File: src/design/i2cras_pkg.sv
`default_nettype none

package i2cras_pkg;

    // Input item codes
    localparam logic [1:0] MODE_WRITE     = 2'd0;
    localparam logic [1:0] MODE_READ      = 2'd1;
    localparam logic [1:0] MODE_BYTE_DONE = 2'd2;

    // Finished transaction status codes
    localparam logic [1:0] STATUS_OK      = 2'd0;
    localparam logic [1:0] STATUS_NODEV   = 2'd1;
    localparam logic [1:0] STATUS_BADACK  = 2'd2;

    // Result kinds
    localparam logic RESULT_CMD  = 1'b0;
    localparam logic RESULT_DONE = 1'b1;

    // R/W bit handling of the device address byte
    localparam logic [7:0] ADDR_WRITE_MASK = 8'hFE;
    localparam logic [7:0] ADDR_READ_BIT   = 8'h01;

    // Output queue geometry
    localparam int QUEUE_DEPTH = 4;
    localparam int PTR_W       = $clog2(QUEUE_DEPTH);
    localparam int COUNT_W     = $clog2(QUEUE_DEPTH + 1);

    typedef struct packed {
        logic       result_kind;
        logic       cmd_start;
        logic       cmd_stop;
        logic       cmd_read;
        logic       cmd_write;
        logic       cmd_nack;
        logic [7:0] cmd_byte;
        logic [1:0] status;
        logic [7:0] read_value;
        logic       last;
    } result_t;

    // Results produced by one input item
    typedef struct packed {
        logic [1:0] count;
        result_t    first;
        result_t    second;
    } result_pair_t;

    function automatic result_t make_cmd(
        input logic       start,
        input logic       stop,
        input logic       rd,
        input logic       wr,
        input logic       nack,
        input logic [7:0] data,
        input logic       last
    );
        result_t r;
        r             = '0;
        r.result_kind = RESULT_CMD;
        r.cmd_start   = start;
        r.cmd_stop    = stop;
        r.cmd_read    = rd;
        r.cmd_write   = wr;
        r.cmd_nack    = nack;
        r.cmd_byte    = data;
        r.last        = last;
        return r;
    endfunction

    function automatic result_t make_done(
        input logic [1:0] status,
        input logic [7:0] value
    );
        result_t r;
        r             = '0;
        r.result_kind = RESULT_DONE;
        r.status      = status;
        r.read_value  = value;
        r.last        = 1'b1;
        return r;
    endfunction

endpackage

`default_nettype wire

File: src/design/i2cras_seq.sv
`default_nettype none

module i2cras_seq (
    input  wire                  aclk,
    input  wire                  aresetn,
    input  wire                  in_fire,
    input  wire  [1:0]           mode,
    input  wire  [7:0]           device_addr,
    input  wire  [7:0]           reg_index,
    input  wire  [7:0]           write_value,
    input  wire                  ack_missing,
    input  wire  [7:0]           received_byte,
    output i2cras_pkg::result_pair_t results
);

    typedef enum logic [2:0] {
        PH_IDLE  = 3'd0,
        PH_ADDR  = 3'd1,
        PH_INDEX = 3'd2,
        PH_VALUE = 3'd3,
        PH_RADDR = 3'd4,
        PH_RDATA = 3'd5
    } phase_t;

    phase_t     phase_reg, phase_next;
    logic       is_read_reg, is_read_next;
    logic [7:0] device_reg, device_next;
    logic [7:0] index_reg, index_next;
    logic [7:0] value_reg, value_next;

    // Decode one transaction against the current phase
    always_comb begin
        phase_next   = phase_reg;
        is_read_next = is_read_reg;
        device_next  = device_reg;
        index_next   = index_reg;
        value_next   = value_reg;
        results      = '0;
        if (in_fire) begin
            unique case (mode)
                i2cras_pkg::MODE_WRITE, i2cras_pkg::MODE_READ: begin
                    if (phase_reg == PH_IDLE) begin
                        device_next   = device_addr;
                        index_next    = reg_index;
                        value_next    = write_value;
                        is_read_next  = mode[0];
                        results.count = 2'd1;
                        results.first = i2cras_pkg::make_cmd(1'b1, 1'b0, 1'b0, 1'b1, 1'b0,
                            device_addr & i2cras_pkg::ADDR_WRITE_MASK, 1'b1);
                        phase_next    = PH_ADDR;
                    end
                end
                i2cras_pkg::MODE_BYTE_DONE: begin
                    unique case (phase_reg)
                        PH_ADDR, PH_RADDR, PH_INDEX, PH_VALUE: begin
                            if (ack_missing) begin
                                // Issue STOP alone, then report the error
                                results.count  = 2'd2;
                                results.first  = i2cras_pkg::make_cmd(1'b0, 1'b1, 1'b0,
                                    1'b0, 1'b0, 8'd0, 1'b0);
                                results.second = i2cras_pkg::make_done(
                                    (phase_reg == PH_ADDR || phase_reg == PH_RADDR) ?
                                    i2cras_pkg::STATUS_NODEV : i2cras_pkg::STATUS_BADACK,
                                    8'd0);
                                phase_next     = PH_IDLE;
                            end else begin
                                results.count = 2'd1;
                                unique case (phase_reg)
                                    PH_ADDR: begin
                                        results.first = i2cras_pkg::make_cmd(1'b0, 1'b0,
                                            1'b0, 1'b1, 1'b0, index_reg, 1'b1);
                                        phase_next    = PH_INDEX;
                                    end
                                    PH_INDEX: begin
                                        if (is_read_reg) begin
                                            results.first = i2cras_pkg::make_cmd(1'b1,
                                                1'b0, 1'b0, 1'b1, 1'b0,
                                                device_reg | i2cras_pkg::ADDR_READ_BIT,
                                                1'b1);
                                            phase_next    = PH_RADDR;
                                        end else begin
                                            results.first = i2cras_pkg::make_cmd(1'b0,
                                                1'b1, 1'b0, 1'b1, 1'b0, value_reg, 1'b1);
                                            phase_next    = PH_VALUE;
                                        end
                                    end
                                    PH_VALUE: begin
                                        results.first = i2cras_pkg::make_done(
                                            i2cras_pkg::STATUS_OK, 8'd0);
                                        phase_next    = PH_IDLE;
                                    end
                                    default: begin
                                        // Address with R/W set acknowledged: read one byte
                                        results.first = i2cras_pkg::make_cmd(1'b0, 1'b1,
                                            1'b1, 1'b0, 1'b1, 8'd0, 1'b1);
                                        phase_next    = PH_RDATA;
                                    end
                                endcase
                            end
                        end
                        PH_RDATA: begin
                            results.count = 2'd1;
                            results.first = i2cras_pkg::make_done(i2cras_pkg::STATUS_OK,
                                received_byte);
                            phase_next    = PH_IDLE;
                        end
                        default: begin
                            // Drop byte-done events while idle
                            phase_next = PH_IDLE;
                        end
                    endcase
                end
                default: begin
                    // Drop the unused mode code
                end
            endcase
        end
    end

    // Hold phase and the saved request
    always_ff @(posedge aclk) begin
        if (!aresetn) begin
            phase_reg   <= PH_IDLE;
            is_read_reg <= 1'b0;
            device_reg  <= 8'd0;
            index_reg   <= 8'd0;
            value_reg   <= 8'd0;
        end else begin
            phase_reg   <= phase_next;
            is_read_reg <= is_read_next;
            device_reg  <= device_next;
            index_reg   <= index_next;
            value_reg   <= value_next;
        end
    end

endmodule

`default_nettype wire

File: src/design/i2cras_outq.sv
`default_nettype none

module i2cras_outq (
    input  wire                       aclk,
    input  wire                       aresetn,
    input  wire i2cras_pkg::result_pair_t push,
    output logic                      has_room,
    output logic                      out_valid,
    input  wire                       out_ready,
    output i2cras_pkg::result_t       out_data
);

    i2cras_pkg::result_t mem_reg [i2cras_pkg::QUEUE_DEPTH];

    logic [i2cras_pkg::PTR_W-1:0]   wr_ptr_reg, wr_ptr_next;
    logic [i2cras_pkg::PTR_W-1:0]   rd_ptr_reg, rd_ptr_next;
    logic [i2cras_pkg::COUNT_W-1:0] count_reg, count_next;
    logic [i2cras_pkg::PTR_W-1:0]   wr_ptr_second;
    logic                           pop;

    // Room for the two results of a failing byte
    assign has_room  = count_reg <= i2cras_pkg::COUNT_W'(i2cras_pkg::QUEUE_DEPTH - 2);
    assign out_valid = count_reg != '0;
    assign out_data  = mem_reg[rd_ptr_reg];
    assign pop       = out_valid && out_ready;

    // Advance pointers and fill level
    always_comb begin
        wr_ptr_second = wr_ptr_reg + i2cras_pkg::PTR_W'(1);
        wr_ptr_next   = wr_ptr_reg + i2cras_pkg::PTR_W'(push.count);
        rd_ptr_next   = rd_ptr_reg + i2cras_pkg::PTR_W'(pop);
        count_next    = count_reg + i2cras_pkg::COUNT_W'(push.count)
                        - i2cras_pkg::COUNT_W'(pop);
    end

    always_ff @(posedge aclk) begin
        if (!aresetn) begin
            wr_ptr_reg <= '0;
            rd_ptr_reg <= '0;
            count_reg  <= '0;
        end else begin
            wr_ptr_reg <= wr_ptr_next;
            rd_ptr_reg <= rd_ptr_next;
            count_reg  <= count_next;
        end
    end

    // Store results in order
    always_ff @(posedge aclk) begin
        if (push.count != 2'd0) begin
            mem_reg[wr_ptr_reg] <= push.first;
        end
        if (push.count == 2'd2) begin
            mem_reg[wr_ptr_second] <= push.second;
        end
    end

endmodule

`default_nettype wire

File: src/design/i2c_register_access_sequencer_unit.sv
`default_nettype none

// Channel  | Handshake          | Payload
// ---------+--------------------+------------------------------------------------
// s_       | s_valid / s_ready  | mode, device_addr, reg_index, write_value,
//          |                    | ack_missing, received_byte
// m_       | m_valid / m_ready  | result_kind, cmd_*, status, read_value, last
//
// One input transaction is accepted per cycle while s_ready is high; its results are
// decoded in the same cycle and written into a four-entry output queue. A failing byte
// yields two results, which the queue drains at one per cycle while m_ready is high.
// s_ready drops while the queue holds more than two results (m_ready low).
// aresetn clears the phase to idle and empties the queue.

module i2c_register_access_sequencer_unit (
    input  wire        aclk,
    input  wire        aresetn,
    input  wire        s_valid,
    output logic       s_ready,
    input  wire  [1:0] s_mode,
    input  wire  [7:0] s_device_addr,
    input  wire  [7:0] s_reg_index,
    input  wire  [7:0] s_write_value,
    input  wire        s_ack_missing,
    input  wire  [7:0] s_received_byte,
    output logic       m_valid,
    input  wire        m_ready,
    output logic       m_result_kind,
    output logic       m_cmd_start,
    output logic       m_cmd_stop,
    output logic       m_cmd_read,
    output logic       m_cmd_write,
    output logic       m_cmd_nack,
    output logic [7:0] m_cmd_byte,
    output logic [1:0] m_status,
    output logic [7:0] m_read_value,
    output logic       m_last
);

    i2cras_pkg::result_pair_t results;
    i2cras_pkg::result_t      out_data;
    logic                     in_fire;

    assign in_fire = s_valid && s_ready;

    i2cras_seq u_seq (
        .aclk          (aclk),
        .aresetn       (aresetn),
        .in_fire       (in_fire),
        .mode          (s_mode),
        .device_addr   (s_device_addr),
        .reg_index     (s_reg_index),
        .write_value   (s_write_value),
        .ack_missing   (s_ack_missing),
        .received_byte (s_received_byte),
        .results       (results)
    );

    i2cras_outq u_outq (
        .aclk      (aclk),
        .aresetn   (aresetn),
        .push      (results),
        .has_room  (s_ready),
        .out_valid (m_valid),
        .out_ready (m_ready),
        .out_data  (out_data)
    );

    // Unpack the head result onto the ports
    assign m_result_kind = out_data.result_kind;
    assign m_cmd_start   = out_data.cmd_start;
    assign m_cmd_stop    = out_data.cmd_stop;
    assign m_cmd_read    = out_data.cmd_read;
    assign m_cmd_write   = out_data.cmd_write;
    assign m_cmd_nack    = out_data.cmd_nack;
    assign m_cmd_byte    = out_data.cmd_byte;
    assign m_status      = out_data.status;
    assign m_read_value  = out_data.read_value;
    assign m_last        = out_data.last;

endmodule

`default_nettype wire

File: config.mk
export PLATFORM = sky130hd
export DESIGN_NAME = i2c_register_access_sequencer_unit
export DESIGN_NICKNAME = d
export VERILOG_FILES = /design/src/design/i2cras_pkg.sv /design/src/design/i2cras_seq.sv /design/src/design/i2cras_outq.sv /design/src/design/i2c_register_access_sequencer_unit.sv
export SDC_FILE = /design/constraint.sdc
export NUM_CORES = 1
export LEC_CHECK = 0
export ABC_AREA = 1
export BUFFER_PORTS_ARGS = -buffer_cell sky130_fd_sc_hd__buf_2
export CAP_MARGIN = 0
export CORE_MARGIN = 2
export CORE_UTILIZATION = 40
export CTS_CLUSTER_DIAMETER = 40
export DETAILED_ROUTE_END_ITERATION = 8
export PLACE_DENSITY_LB_ADDON = 0.1
export SLEW_MARGIN = 20
export SYNTH_ARGS = -nofsm -noshare
export SYNTH_HDL_FRONTEND = slang
export SYNTH_SLANG_ARGS = --single-unit
File: constraint.sdc
create_clock -name aclk -period 3.04 [get_ports aclk]
set_input_delay 0.608 -clock aclk [delete_from_list [all_inputs] [get_ports aclk]]
set_output_delay 0.608 -clock aclk [all_outputs]
set_load 0.01 [all_outputs]
==> summary.json <==
{
  "outcome": {"value": "completed"},
  "wire_length_of_the_first_global_routing_pass": {"value": 29.6, "unit": "mm"},
  "timing.fmax": {"value": 0.404, "unit": "GHz"},
  "ff_to_ff_start": {"value": "u_seq.phase_reg[0]"},
  "row_count": {"value": 46},
  "layout_cells_sized_above_1": {"value": 14.5, "unit": "%"},
  "first_pass_iters": {"value": 5},
  "max_cap_violations": {"value": 0},
  "routed-via-count": {"value": 6141},
  "slew_headroom": {"value": 52.7, "unit": "%"},
  "fin_nets": {"value": 1037},
  "synth-seq-cells": {"value": 130},
  "critPathCaptureType": {"value": "output pin"},
  "drc": {"value": 0},
  "global_route_overflow": {"value": 0},
  "finalSetupViolations": {"value": 0},
  "grt_pass1_vias": {"value": 5750},
  "syn_std_cell_area": {"value": 6440, "unit": "sq um"},
  "wl_met1": {"value": 8.82, "unit": "mm"},
  "syn-mean-instance-area": {"value": 6.81, "unit": "sq um"},
  "report.final.slew_viol_count": {"value": 0},
  "synth_enable_flop_cells": {"value": 16},
  "critPathCapture": {"value": "m_cmd_byte[1]"},
  "largest_reg_flops": {"value": 96},
  "ctsHtreeMaxLevel": {"value": 4},
  "cells_resized_by_post_cts_repair": {"value": 0},
  "initial_utilization": {"value": 40.7, "unit": "%"},
  "fill_cells": {"value": 1705},
  "synth_most_common_cell": {"value": "nand2_1"},
  "fraction_of_synthesized_cell_area_taken_by_the_top_area_cell_type": {"value": 35.4, "unit": "%"},
  "clock_pin_transition_on_the_worst_setup_and_hold_timing_paths": {"value": 0.05, "unit": "ns"},
  "area_delta_synth_final": {"value": 16.9, "unit": "%"},
  "route.top_layer_used": {"value": "met4"},
  "number_of_instances_in_the_synthesized_netlist": {"value": 946},
  "synth_top_area_cell": {"value": "dfxtp_1"},
  "setup-tns-final": {"value": 0, "unit": "ns"},
  "maximum_number_of_pins_on_one_net_before_global_route_repair": {"value": 83},
  "power.static_leakage": {"value": 0.00382, "unit": "uW"},
  "grt_antenna_before_repair": {"value": 0},
  "worst_setup_path_startpoint": {"value": "u_outq.rd_ptr_reg[1]"},
  "cts.root.buffer_cell": {"value": "clkbuf_16"},
  "cts_buffer_depth": {"value": 2},
  "numPortBuffers": {"value": 64},
  "post-place-ws": {"value": 0.200, "unit": "ns"},
  "timing.final.crit_share": {"value": 81.3, "unit": "%"},
  "ys_seq_area_share": {"value": 42.9, "unit": "%"},
  "synthTopCellsByCount": {"value": "214 x nand2_1, 181 x nor2_1, 114 x dfxtp_1, 96 x a21oi_1, 79 x nand3_1"},
  "dominantRegCellSynth": {"value": "dfxtp_1"},
  "rsz0062_at_grt": {"value": "false"},
  "cts_sinks": {"value": 130},
  "met3_wirelength": {"value": 729, "unit": "microns"},
  "crit_path_max_fanout": {"value": 12},
  "report.final.hold_viol_count": {"value": 0},
  "syn_nets": {"value": 991},
  "wl_per_cell": {"value": 15.1, "unit": "microns"},
  "power.density_cell_area": {"value": 906, "unit": "nW/um^2"},
  "wl": {"value": 18.5, "unit": "mm"},
  "core": {"value": 15800, "unit": "sq um"},
  "synth.yosys.warnings": {"value": 0},
  "io_pins": {"value": 66},
  "worst-endpoint-required": {"value": 2.43, "unit": "ns"},
  "antenna_cells_inserted": {"value": 0},
  "multi_input_area": {"value": 3150, "unit": "sq um"},
  "critical_path.startpoint_type": {"value": "flop"},
  "cts.hold.buffers_added": {"value": 0},
  "fin_ws": {"value": 0.568, "unit": "ns"},
  "power.ir.vdd_worst": {"value": 0.560, "unit": "mV"},
  "cts.repair_timing.setup_buffer_count": {"value": 0},
  "critPathKind": {"value": "reg2out"},
  "drtIter0Drc": {"value": 452},
  "clk_latency": {"value": 0.42, "unit": "ns"},
  "grtUsageTotal": {"value": 22.5, "unit": "%"},
  "rr_worst_depth": {"value": 13},
  "via_per_inst": {"value": 5.03},
  "min_path_type": {"value": "in2reg"},
  "horizontal_die_dimension": {"value": 131, "unit": "microns"},
  "postSynth.asyncResetShare": {"value": 0, "unit": "%"},
  "regToRegEndpoint": {"value": "u_outq.count_reg[2]"},
  "routed_length_on_met2": {"value": 8.72, "unit": "mm"},
  "worst_pin_slew": {"value": 0.708, "unit": "ns"},
  "cts-buffers-inserted": {"value": 17},
  "final.min_clock_period": {"value": 2.47, "unit": "ns"},
  "final_antenna_net_count": {"value": 0},
  "synth_area_leaders": {"value": "dfxtp_1 35%, nand2_1 12%, nor2_1 11%"},
  "dieHeight": {"value": 131, "unit": "microns"},
  "dieArea": {"value": 17100, "unit": "sq um"},
  "synth_cell_types": {"value": 34},
  "finalClockSkew": {"value": 0.0107, "unit": "ns"},
  "tritoncts": {"value": "built"},
  "area.sequential": {"value": 2760, "unit": "sq um"},
  "cp_data_arrival_time": {"value": 1.86, "unit": "ns"},
  "reg2reg_setup_slack": {"value": 0.58, "unit": "ns"},
  "dp_hpwl": {"value": 11.9, "unit": "mm"},
  "globalplace.congestion": {"value": 0.803}
}
## worst min path at each step
stage	startpoint	slack [ns]	endpoint	cells past startpoint
finish	s_reg_index[4]	0.41	u_seq.index_reg[4]	3
detailed placement	u_seq.index_reg[0]	0.45	u_seq.index_reg[0]	2
global route	s_reg_index[5]	0.40	u_seq.index_reg[5]	3
global placement	u_seq.index_reg[0]	0.45	u_seq.index_reg[0]	2
floorplan	u_seq.index_reg[0]	0.42	u_seq.index_reg[0]	2
CTS	s_reg_index[4]	0.40	u_seq.index_reg[4]	3
## kinds of logic after synthesis
family,count (synthesis),share of synthesized area (%)
buffers and inverters,121,8.35
flip-flops,130,42.9
adder cells (fa/ha/maj),6,1.28
AND/OR/NAND/NOR,492,31.4
XOR/XNOR,3,0.408
AO/OA/AOI/OAI,194,15.7
## layout by cell type, fill, tap and decap left out, types with 6 or more instances in the layout
cell type and instances:
a21oi_1 96, buf_2 64, buf_4 26, clkbuf_16 17, clkbuf_8 6, dfxtp_1 114
edfxtp_1 16, inv_1 47, inv_2 8, nand2_1 214, nand3_1 79, nor2_1 178
o21ai_0 72, o22ai_1 18
## report_power, final
part	switching, uW	total [uW]	internal, uW
registers	234	2460	2220
logic	1450	2290	840
clock network	730	2070	1340
## per-stage QoR
stage	hold WS, ns	utilization [%]	std cells	power, uW	cell area (sq um)
6_report	0.414	47.6	1221	6820	7530
5_1_grt	0.404	47.6	1221	7320	7530
4_1_cts	0.400	47.6	1221	6870	7530
3_5_place_dp	0.452	43.8	1189	4790	6930
3_3_place_gp	0.446	43.8	1189	4770	6930
2_1_floorplan	0.425	-	946	4040	6440
## layout make-up
| cell class | instances | share of cell area, % |
|---|---|---|
| clock buffer | 28 | 7.00 |
| clock inverter | 4 | 0.931 |
| inverter | 57 | 2.84 |
| multi-input combinational | 695 | 41.8 |
| sequential | 130 | 36.7 |
| tap | 216 | 3.59 |
| timing repair buffer | 91 | 7.11 |
## critical path: stages (launching register included)
cell and delay [ns]:
dfxtp_1 0.30, inv_1 0.32, buf_4 0.28, o21ai_0 0.11
a21oi_1 0.21, a21oi_1 0.09, buf_2 0.15
## per-layer routing
| layer | vias up | global-route usage [%] |
|---|---|---|
| met5 | - | 0 |
| met4 | 0 | 6.07 |
| met3 | 12 | 4.80 |
| met2 | 116 | 37.1 |
| met1 | 2847 | 29.9 |
| li1 | 3166 | - |
Note: power is estimated with default switching activity, not from simulation.
